File: src/rtl/core/sls_pkg.sv
// Shared types, sizes, request and status codes for the segmented list store.
// Used by sls_ctrl, sls_dpath and the top level segmented_list_store.
package sls_pkg;

  // Store geometry and element width.
  localparam int NUM_LISTS     = 8;
  localparam int LIST_CAPACITY = 16;
  localparam int HANDLE_WIDTH  = 32;

  localparam int STORE_DEPTH = NUM_LISTS * LIST_CAPACITY;
  localparam int LIST_W      = (NUM_LISTS > 1) ? $clog2(NUM_LISTS) : 1;
  localparam int CNT_W       = $clog2(LIST_CAPACITY + 1);
  localparam int ADDR_W      = (STORE_DEPTH > 1) ? $clog2(STORE_DEPTH) : 1;
  localparam int TOT_W       = $clog2(STORE_DEPTH + 1);
  localparam int BL_W        = $clog2(NUM_LISTS + 1);

  // Request codes.
  localparam logic [2:0] FN_ADD  = 3'd0;
  localparam logic [2:0] FN_INS  = 3'd1;
  localparam logic [2:0] FN_REM  = 3'd2;
  localparam logic [2:0] FN_BAL  = 3'd3;
  localparam logic [2:0] FN_READ = 3'd4;

  // Result status codes.
  localparam logic [1:0] ST_OK    = 2'd0;
  localparam logic [1:0] ST_RANGE = 2'd1;
  localparam logic [1:0] ST_FULL  = 2'd2;
  localparam logic [1:0] ST_POS   = 2'd3;

  typedef logic [HANDLE_WIDTH-1:0] handle_t;
  typedef logic [CNT_W-1:0]        count_t;
  typedef logic [LIST_W-1:0]       list_t;
  typedef logic [ADDR_W-1:0]       addr_t;

  // Commands from the controller to the datapath.
  typedef enum logic [4:0] {
    CMD_NOP,
    CMD_LOAD,
    CMD_DECIDE,
    CMD_SH_RD,
    CMD_SH_WR,
    CMD_PUT,
    CMD_DEC,
    CMD_RD,
    CMD_RD_CAP,
    CMD_BAL_INIT,
    CMD_BAL_RD,
    CMD_BAL_WT,
    CMD_BAL_NEXT,
    CMD_BAL_TGT,
    CMD_BAL_TRD,
    CMD_BAL_WR,
    CMD_BAL_CNT,
    CMD_PUBLISH
  } cmd_t;

  // Status from the datapath to the controller.
  typedef struct packed {
    logic       err;
    logic [2:0] func;
    logic       more;
    logic       scan_end;
    logic       scan_has;
    logic       out_end;
  } dp_stat_t;

  // Flat store address of a slot within a list.
  function automatic addr_t addr_of(input list_t l, input count_t s);
    return ADDR_W'(int'(l) * LIST_CAPACITY + int'(s));
  endfunction

  // Port handle to stored handle width.
  function automatic handle_t hdl_in(input logic [31:0] x);
    logic [63:0] w;
    w = 64'(x);
    return w[HANDLE_WIDTH-1:0];
  endfunction

  // Stored handle to port width.
  function automatic logic [31:0] hdl_out(input handle_t h);
    logic [63:0] w;
    w = 64'(h);
    return w[31:0];
  endfunction

endpackage

File: src/rtl/core/sls_ctrl.sv
// Controller state machine of the segmented list store.
// Depends on sls_pkg for command and status types.
module sls_ctrl (
  input  logic              clk,
  input  logic              rst_n,
  input  logic              in_valid,
  output logic              in_ready,
  output logic              out_valid,
  input  logic              out_ready,
  input  sls_pkg::dp_stat_t stat,
  output sls_pkg::cmd_t     cmd
);
  import sls_pkg::*;

  typedef enum logic [3:0] {
    S_IDLE,
    S_DECIDE,
    S_BRANCH,
    S_SH_RD,
    S_SH_WR,
    S_PUT,
    S_DEC,
    S_RD,
    S_RD_CAP,
    S_BAL_SCAN,
    S_BAL_WT,
    S_BAL_TGT,
    S_BAL_OUT,
    S_BAL_WR,
    S_BAL_CNT,
    S_FINISH
  } state_t;

  state_t state_r, state_nxt;
  logic   out_valid_r, out_valid_nxt;
  logic   publish;

  assign in_ready  = (state_r == S_IDLE);
  assign out_valid = out_valid_r;
  assign publish   = (state_r == S_FINISH) && (!out_valid_r || out_ready);

  // Next state and the command issued in the current state.
  always_comb begin
    state_nxt = state_r;
    cmd       = CMD_NOP;
    case (state_r)
      S_IDLE: begin
        if (in_valid) begin
          cmd       = CMD_LOAD;
          state_nxt = S_DECIDE;
        end
      end
      S_DECIDE: begin
        cmd       = CMD_DECIDE;
        state_nxt = S_BRANCH;
      end
      S_BRANCH: begin
        if (stat.err) begin
          state_nxt = S_FINISH;
        end else begin
          case (stat.func)
            FN_ADD, FN_INS: state_nxt = stat.more ? S_SH_RD : S_PUT;
            FN_REM:         state_nxt = stat.more ? S_SH_RD : S_DEC;
            FN_READ:        state_nxt = S_RD;
            FN_BAL: begin
              cmd       = CMD_BAL_INIT;
              state_nxt = S_BAL_SCAN;
            end
            default:        state_nxt = S_FINISH;
          endcase
        end
      end
      S_SH_RD: begin
        cmd       = CMD_SH_RD;
        state_nxt = S_SH_WR;
      end
      S_SH_WR: begin
        cmd       = CMD_SH_WR;
        state_nxt = S_BRANCH;
      end
      S_PUT: begin
        cmd       = CMD_PUT;
        state_nxt = S_FINISH;
      end
      S_DEC: begin
        cmd       = CMD_DEC;
        state_nxt = S_FINISH;
      end
      S_RD: begin
        cmd       = CMD_RD;
        state_nxt = S_RD_CAP;
      end
      S_RD_CAP: begin
        cmd       = CMD_RD_CAP;
        state_nxt = S_FINISH;
      end
      S_BAL_SCAN: begin
        if (stat.scan_end) begin
          state_nxt = S_BAL_TGT;
        end else if (stat.scan_has) begin
          cmd       = CMD_BAL_RD;
          state_nxt = S_BAL_WT;
        end else begin
          cmd = CMD_BAL_NEXT;
        end
      end
      S_BAL_WT: begin
        cmd       = CMD_BAL_WT;
        state_nxt = S_BAL_SCAN;
      end
      S_BAL_TGT: begin
        cmd       = CMD_BAL_TGT;
        state_nxt = S_BAL_OUT;
      end
      S_BAL_OUT: begin
        if (stat.out_end) begin
          state_nxt = S_BAL_CNT;
        end else begin
          cmd       = CMD_BAL_TRD;
          state_nxt = S_BAL_WR;
        end
      end
      S_BAL_WR: begin
        cmd       = CMD_BAL_WR;
        state_nxt = S_BAL_OUT;
      end
      S_BAL_CNT: begin
        cmd       = CMD_BAL_CNT;
        state_nxt = S_FINISH;
      end
      S_FINISH: begin
        if (publish) begin
          cmd       = CMD_PUBLISH;
          state_nxt = S_IDLE;
        end
      end
      default: state_nxt = S_IDLE;
    endcase
  end

  // The result register is loaded on publish and freed when taken.
  always_comb begin
    if (publish) begin
      out_valid_nxt = 1'b1;
    end else if (out_ready) begin
      out_valid_nxt = 1'b0;
    end else begin
      out_valid_nxt = out_valid_r;
    end
  end

  always_ff @(posedge clk) begin
    if (!rst_n) begin
      state_r     <= S_IDLE;
      out_valid_r <= 1'b0;
    end else begin
      state_r     <= state_nxt;
      out_valid_r <= out_valid_nxt;
    end
  end

endmodule

File: config.mk
export PLATFORM = sky130hd
export DESIGN_NAME = sls_ctrl
export DESIGN_NICKNAME = d
export VERILOG_FILES = /design/src/rtl/core/sls_pkg.sv /design/src/rtl/core/sls_ctrl.sv
export SDC_FILE = /design/constraint.sdc
export NUM_CORES = 1
export LEC_CHECK = 0
export BUFFER_PORTS_ARGS = -buffer_cell sky130_fd_sc_hd__buf_2
export CAP_MARGIN = 5
export CORE_AREA = 8 8 45 47
export CTS_CLUSTER_DIAMETER = 50
export CTS_CLUSTER_SIZE = 24
export DETAILED_ROUTE_END_ITERATION = 10
export DIE_AREA = 0 0 53 55
export HOLD_SLACK_MARGIN = 0.12
export MAX_ROUTING_LAYER = met4
export PLACE_DENSITY = 0.76
export SYNTH_ARGS = -nofsm -noshare
export SYNTH_HDL_FRONTEND = slang
export SYNTH_SLANG_ARGS = --single-unit
File: constraint.sdc
create_clock -name clk -period 3 [get_ports clk]
set_input_delay 0.3 -clock clk [delete_from_list [all_inputs] [get_ports clk]]
set_output_delay 0.3 -clock clk [all_outputs]
set_load 0.02 [all_outputs]
==> results of run 1 <==
[power breakdown]
part | total, uW | internal, uW | switching, uW
clock network | 78.2 | 50.3 | 27.9
logic | 436 | 194 | 243
registers | 209 | 91.1 | 118
total | 723 | 335 | 388
[through the flow]
step                      cell area (um^2)  hold slack (ps)
after global routing                   726              322
after detailed placement               699              562
after global placement                 699              557
final                                  726              313
after CTS                              726              308
after floorplan                        647              416
[path summary, 6_finish.rpt]
check	from	endpoint	slack, ps	cells past startpoint
worst max register to register	state_r[0]	state_r[0]	1440	4
worst min-delay path	rst_n	state_r[0]	310	3
worst min register to register	out_valid	state_r[1]	680	3
worst max-delay path	state_r[0]	cmd[2]	840	5
[logic make-up (layout without fill, tap and decap cells)]
family,Yosys count,in the layout,synth area share (%)
simple gates,40,40,35.8
compound gates,31,31,33.3
buf+inv,11,27,12.4
flops,5,5,15.5
fa+ha+maj,1,1,1.55
mux,1,1,1.55
[placed cells by master (no fill, tap or decap), types with 3 or more instances in the layout]
master	netlist	routed
a31oi_1	3	3
a21oi_1	4	4
o21ai_0	6	6
o31ai_1	3	3
nand2_1	7	7
clkbuf_4	0	3
nand3_1	6	6
nor2b_1	4	4
buf_2	1	18
nand2b_1	3	3
nor2_1	7	7
dfxtp_1	5	5
[worst max-delay path, stage by stage (launching register included)]
cell and delay (ps):
dfxtp_1 790, and2b_1 250, nor4b_2 240, nand2b_1 100, nand2_1 70, buf_2 160
[per-layer routing]
layer  routed length [um]  track usage [%]  share of wire [%]
met5                    0                -                  0
met4                   26             6.47                1.6
met3                  102             1.87                6.3
met2                  803             20.7                 50
met1                  685             15.3                 42
[state kept, by name (all words and copies together) (netlist names)]
register and cells:
out_valid 1, state_r 4
[area by class of cell]
| cell class | count | area [um^2] |
|---|---|---|
| Fill cell | 137 | 658 |
| Multi-Input combinational cell | 73 | 467 |
| Sequential cell | 5 | 100 |
| Timing Repair Buffer | 19 | 97.6 |
| Clock buffer | 4 | 26.3 |
| Tap cell | 16 | 20.0 |
| Inverter | 4 | 15.0 |
==> impl_metrics.env, run 1 <==
export IMPL_synth_seq_cells=5
export IMPL_p_per_area_nw_per_um2=997
export IMPL_core_region_area_um2=1380
export IMPL_drive_gt1_share_pct=31.4
export IMPL_dr_pass1_iters=4
export IMPL_cts_resized=0
export IMPL_dp_cells=117
export IMPL_cap_violations=0
export IMPL_die_h_um=55
export IMPL_synth_ff_type="dfxtp_1"
export IMPL_synth_area_leader_cell="dfxtp_1"
export IMPL_grt_max_degree=23
export IMPL_start_util_pct=46.7
export IMPL_synth_edf_count=0
export IMPL_yosysTopAreaCellShare_pct=15.5
export IMPL_cts_setup_buffers=0
export IMPL_setup_viol=0
export IMPL_finalCriticalPeriod_ps=2160
export IMPL_worst_clock_skew_ps=2.59
export IMPL_antenna_found_initial=0
export IMPL_synth_area_leaders="dfxtp_1 (15%), buf_6 (7.0%), nand3_1 (4.6%), o21ai_0 (4.6%), nand2_1 (4.1%)"
export IMPL_holdBufCountCts=0
export IMPL_grt_util_all_layers_pct=12.9
export IMPL_area_growth_pct=12.2
export IMPL_dieArea_um2=2920
export IMPL_worst_slack_ps=843
export IMPL_synthCells=89
export IMPL_crit_required_ps=2700
export IMPL_overflow=0
export IMPL_gp_congestion=0.894
export IMPL_synth_nets=101
export IMPL_drtIter0Drc=21
export IMPL_worstPathMaxFanout=22
export IMPL_ir_drop_mv=0.412
export IMPL_cts_buffers=3
export IMPL_htreeDepth=1
export IMPL_finalSetupTns_ps=0
export IMPL_status="complete, no violations"
export IMPL_syn_mean_instance_area_um2=7.27
export IMPL_pre_cts_slack_ps=1140
export IMPL_tightest_slew_ps=742
export IMPL_hold_viol_final=0
export IMPL_endpoint_kind="output pin"
export IMPL_path_clk_slew_ps=40
export IMPL_min_path_type="in2reg"
export IMPL_diodes=0
export IMPL_row_count=14
export IMPL_portBuffers=18
export IMPL_async_flop_share_pct=0
export IMPL_io_pins=19
export IMPL_rsz0062_at_grt="no"
export IMPL_slew_limit_headroom_pct=50.4
export IMPL_synth_cell_types=40
export IMPL_grt_pass1_wl_um=2810
export IMPL_clk_latency_ps=240
export IMPL_vias=709
export IMPL_arrival_ps=1860
export IMPL_finalCritPeriodShare_pct=71.9
export IMPL_wirelength_um=1620
export IMPL_fin_util_pct=52.4
export IMPL_yosysWarnings=0
export IMPL_crit_type="reg2out"
export IMPL_ant_nets=0
export IMPL_cts_tree="built"
export IMPL_wl_per_cell_um=13.4
export IMPL_timing_fmax_mhz=464
export IMPL_cts_buffer_depth=2
export IMPL_fin_cells=121
export IMPL_hpwl_um=1190
export IMPL_ys_seq_area_share_pct=15.5
export IMPL_cts_root_buf="clkbuf_4"
export IMPL_clock_sinks=5
export IMPL_grt_pass1_vias=673
export IMPL_drc=0
export IMPL_critPathLaunchType="flip-flop"
export IMPL_avgViaCountPerCell=5.86
export IMPL_leakagePower_uw=0.000290
export IMPL_yosys_top_cells_count="nand2_1 (7), nor2_1 (7), nand3_1 (6), o21ai_0 (6), dfxtp_1 (5)"
export IMPL_die_x_um=53
export IMPL_p_total_uw=723
export IMPL_nets=118
export IMPL_syn_area_um2=647
export IMPL_finalMaxSlewViolations=0
No activity file was read; power rests on OpenSTA's default activity.
==> run 2, diff against run 1 <==
--- a/config.mk
+++ b/config.mk
@@ -7,11 +7,11 @@
 export LEC_CHECK = 0
 export BUFFER_PORTS_ARGS = -buffer_cell sky130_fd_sc_hd__buf_2
 export CAP_MARGIN = 5
-export CORE_AREA = 8 8 45 47
+export CORE_MARGIN = 8
+export CORE_UTILIZATION = 49
 export CTS_CLUSTER_DIAMETER = 50
 export CTS_CLUSTER_SIZE = 24
 export DETAILED_ROUTE_END_ITERATION = 10
-export DIE_AREA = 0 0 53 55
 export HOLD_SLACK_MARGIN = 0.12
 export MAX_ROUTING_LAYER = met4
 export PLACE_DENSITY = 0.76
==> constraint.sdc (replaced) <==
create_clock -name clk -period 2.2 [get_ports clk]
set_input_delay 0.22 -clock clk [delete_from_list [all_inputs] [get_ports clk]]
set_output_delay 0.22 -clock clk [all_outputs]
set_load 0.02 [all_outputs]
==> impl_metrics.env, run 2 (synthesis gave the netlist of run 1 again) <==
export IMPL_antenna_found_initial=0
export IMPL_final_cell_mix="buf_2 (18), nand2_1 (7), nor2_1 (7)"
export IMPL_ir_drop_mv=0.579
export IMPL_io_pins=19
export IMPL_worstPathMaxFanout=16
export IMPL_dr_pass1_iters=4
export IMPL_switchingPower_uw=537
export IMPL_p_clk_share_pct=10.9
export IMPL_finalMaxSlewViolations=0
export IMPL_min_path_type="in2reg"
export IMPL_final_common_cell="buf_2"
export IMPL_leakagePower_uw=0.000295
export IMPL_slew_limit_headroom_pct=56.5
export IMPL_dieArea_um2=2740
export IMPL_hpwl_um=1220
export IMPL_dr_wl_met3_um=91
export IMPL_swShare_pct=53.6
export IMPL_cts_buffer_depth=2
export IMPL_start_util_pct=51.0
export IMPL_vias=743
export IMPL_met1_length_um=758
export IMPL_pwr_share_comb_pct=65.8
export IMPL_seq_power_share_pct=23.3
export IMPL_diodes=0
export IMPL_p_per_area_nw_per_um2=1370
export IMPL_cts_tree="built"
export IMPL_nets=119
export IMPL_cap_violations=0
export IMPL_endpoint_kind="output pin"
export IMPL_finalCriticalPeriod_ps=1930
export IMPL_status="complete, no violations"
export IMPL_drc=0
export IMPL_row_count=13
export IMPL_setup_viol=0
export IMPL_ant_nets=0
export IMPL_finalCritPeriodShare_pct=87.6
export IMPL_area_growth_pct=13.2
export IMPL_grt_pass1_vias=691
export IMPL_path_clk_slew_ps=50
export IMPL_highest_layer="met4"
export IMPL_die_h_um=52.3
export IMPL_grt_max_degree=24
export IMPL_worst_clock_skew_ps=5.71
export IMPL_critPathLaunchType="flip-flop"
export IMPL_crit_type="reg2out"
export IMPL_avgViaCountPerCell=6.14
export IMPL_cts_resized=0
export IMPL_tightest_slew_ps=652
export IMPL_timing_fmax_mhz=519
export IMPL_largest_reg_flops=4
export IMPL_dp_cells=117
export IMPL_internal_power_uw=465
export IMPL_clk_latency_ps=250
export IMPL_gp_congestion=0.852
export IMPL_hold_viol_final=0
export IMPL_drtIter0Drc=19
export IMPL_grt_pass1_wl_um=3020
export IMPL_wl_met2_um=796
export IMPL_cts_root_buf="clkbuf_4"
export IMPL_placed_area_um2=706
export IMPL_largest_register="state_r"
export IMPL_finalSetupTns_ps=0
export IMPL_drive_gt1_share_pct=32.1
export IMPL_wirelength_um=1670
export IMPL_cts_buffers=3
export IMPL_core_region_area_um2=1270
export IMPL_crit_required_ps=1980
export IMPL_portBuffers=18
export IMPL_arrival_ps=1710
export IMPL_htreeDepth=1
export IMPL_clock_sinks=5
export IMPL_cts_setup_buffers=0
export IMPL_holdBufCountCts=0
export IMPL_overflow=0
export IMPL_rsz0062_at_grt="no"
export IMPL_wl_per_cell_um=13.8
export IMPL_die_x_um=52.3
export IMPL_final_cell_area_um2=732
export IMPL_grt_util_all_layers_pct=14.3
export IMPL_fin_cells=121
[run 2: final cells by class]
cell class / count / area [um^2]
multi-input combinational: 73 / 467
clock buffer: 4 / 26.3
timing repair buffer: 20 / 105
sequential: 5 / 100
tap: 15 / 18.8
inverter: 4 / 15.0
fill: 128 / 537
[run 2: through the flow]
stage | hold slack, ps | worst slack (ps) | utilization [%] | total power [uW]
floorplan | 336 | 698 | - | 788
global placement | 479 | 595 | 55.6 | 878
detailed placement | 479 | 550 | 55.6 | 886
CTS | 218 | 284 | 57.7 | 999
global route | 238 | 116 | 57.7 | 1100
finish | 222 | 274 | 57.7 | 1000
[run 2: power by group through the flow]
stage / Sequential (uW) / Combinational [uW] / Clock [uW]
final: 234 / 659 / 109
after global routing: 250 / 728 / 119
after CTS: 232 / 657 / 110
after detailed placement: 234 / 652 / 0
after global placement: 232 / 646 / 0
after floorplan: 157 / 630 / 0
[run 2: critical path, cell delays in order (launching register included)]
cell     delay, ps
dfxtp_1        670
inv_2          130
nor4b_2        330
nand2_1         90
nand3_1         70
buf_2          170
[run 2: final timing paths]
| kind | startpoint | to | slack (ps) | cells past startpoint |
|---|---|---|---|---|
| max | state_r[3] | cmd[1] | 270 | 5 |
| min | rst_n | state_r[0] | 220 | 3 |
| max reg2reg | state_r[2] | state_r[1] | 700 | 4 |
| min reg2reg | out_valid | out_valid | 680 | 3 |
[run 2: per-layer routing]
metal / vias up / track usage [%]
met5: - / -
met4: 0 / 5.17
met3: 5 / 3.41
met2: 36 / 21.7
met1: 339 / 17.9
li1: 363 / -
==> run 3, diff against run 2 <==
--- a/config.mk
+++ b/config.mk
@@ -7,7 +7,7 @@
 export LEC_CHECK = 0
 export BUFFER_PORTS_ARGS = -buffer_cell sky130_fd_sc_hd__buf_2
 export CAP_MARGIN = 5
-export CORE_MARGIN = 8
+export CORE_MARGIN = 2
 export CORE_UTILIZATION = 49
 export CTS_CLUSTER_DIAMETER = 50
 export CTS_CLUSTER_SIZE = 24
==> impl_metrics.env, run 3 (synthesis gave the netlist of run 1 again) <==
export IMPL_worstPathMaxFanout=15
export IMPL_cts_buffer_depth=2
export IMPL_pwr_share_comb_pct=67.7
export IMPL_clk_latency_ps=260
export IMPL_nets=120
export IMPL_portBuffers=18
export IMPL_status="complete, no violations"
export IMPL_wirelength_um=1590
export IMPL_area_growth_pct=14.3
export IMPL_arrival_ps=1730
export IMPL_p_total_uw=1020
export IMPL_drive_gt1_share_pct=32.7
export IMPL_finalCritPeriodShare_pct=88.5
export IMPL_ir_drop_mv=0.603
export IMPL_crit_required_ps=1980
export IMPL_seq_power_share_pct=21.1
export IMPL_gp_congestion=0.904
export IMPL_cap_violations=0
export IMPL_io_pins=19
export IMPL_finalCriticalPeriod_ps=1950
export IMPL_wl_per_cell_um=13.0
export IMPL_overflow=0
export IMPL_cts_root_buf="clkbuf_4"
export IMPL_dr_pass1_iters=4
export IMPL_die_h_um=40.3
export IMPL_start_util_pct=51.0
export IMPL_grt_util_all_layers_pct=25.4
export IMPL_antenna_found_initial=0
export IMPL_grt_pass1_wl_um=2620
export IMPL_cts_resized=0
export IMPL_ant_nets=0
export IMPL_swShare_pct=53.2
export IMPL_p_per_area_nw_per_um2=1370
export IMPL_drtIter0Drc=42
export IMPL_placed_area_um2=713
export IMPL_tightest_slew_ps=534
export IMPL_critPathLaunchType="flip-flop"
export IMPL_switchingPower_uw=541
export IMPL_p_clk_share_pct=11.3
export IMPL_fin_hold_ws_ps=209
export IMPL_final_cell_mix="buf_2 (18), nand2_1 (7), nor2_1 (7)"
export IMPL_grt_max_degree=24
export IMPL_finalSetupTns_ps=0
export IMPL_final_common_cell="buf_2"
export IMPL_clock_sinks=5
export IMPL_internal_power_uw=475
export IMPL_finalMaxSlewViolations=0
export IMPL_leakagePower_uw=0.000301
export IMPL_cts_setup_buffers=0
export IMPL_worst_clock_skew_ps=3.17
export IMPL_largest_reg_flops=4
export IMPL_largest_register="state_r"
export IMPL_slew_limit_headroom_pct=64.4
export IMPL_diodes=0
export IMPL_setup_viol=0
export IMPL_dieArea_um2=1630
export IMPL_row_count=13
export IMPL_final_cell_area_um2=739
export IMPL_cts_tree="built"
export IMPL_grt_pass1_vias=617
export IMPL_vias=725
export IMPL_avgViaCountPerCell=5.94
export IMPL_hpwl_um=1180
export IMPL_fillers=131
export IMPL_die_x_um=40.3
export IMPL_drc=0
export IMPL_crit_type="reg2out"
export IMPL_path_clk_slew_ps=50
export IMPL_core_region_area_um2=1270
export IMPL_endpoint_kind="output pin"
export IMPL_timing_fmax_mhz=514
export IMPL_rsz0062_at_grt="no"
export IMPL_cts_buffers=3
export IMPL_holdBufCountCts=0
export IMPL_htreeDepth=1
export IMPL_min_path_type="in2reg"
export IMPL_hold_viol_final=0
run 3: cell count changes in the layout (fill, tap and decap cells not counted), sizes merged:
cell  before  now
buf       20   21
run 3: routing by layer:
layer  global-route usage (%)  routed length (um)  share of wire (%)
met2                     35.3                 682                 43
met3                     5.56                 160                 10
met4                     16.7                  38                2.4
met1                     32.4                 703                 44
met5                        -                   0                  0
run 3: power groups by stage:
| stage | clock [uW] | sequential [uW] | combinational [uW] |
|---|---|---|---|
| floorplan | 0 | 157 | 630 |
| global placement | 0 | 211 | 674 |
| detailed placement | 0 | 214 | 682 |
| global route | 123 | 222 | 762 |
| finish | 115 | 214 | 688 |
| CTS | 115 | 212 | 686 |
run 3: final timing paths:
| check | from | endpoint | slack, ps | cells past startpoint |
|---|---|---|---|---|
| max | state_r[0] | cmd[1] | 250 | 5 |
| min | rst_n | state_r[0] | 210 | 3 |
| max reg2reg | state_r[3] | state_r[0] | 770 | 4 |
| min reg2reg | out_valid | out_valid | 680 | 3 |
run 3: worst max-delay path, stage by stage, from the launching register on:
cell and delay [ps]:
dfxtp_1 640, and2b_1 230, nor4b_2 250, nand2_1 100, nand3_1 80, buf_2 170
run 3: stage by stage:
| step | cells | util [%] | setup slack [ps] |
|---|---|---|---|
| floorplan | 89 | - | 698 |
| global placement | 118 | 56.2 | 618 |
| detailed placement | 118 | 56.2 | 558 |
| CTS | 122 | 58.3 | 278 |
| global route | 122 | 58.3 | 96.7 |
| finish | 122 | 58.3 | 254 |
run 3: final cells by class:
class | instances | area [um^2] | share of cell area, %
clock buffer | 4 | 26.3 | 3.55
inverter | 4 | 15.0 | 2.03
multi-input combinational | 73 | 467 | 63.1
sequential | 5 | 100 | 13.5
tap | 15 | 18.8 | 2.54
timing repair buffer | 21 | 113 | 15.2
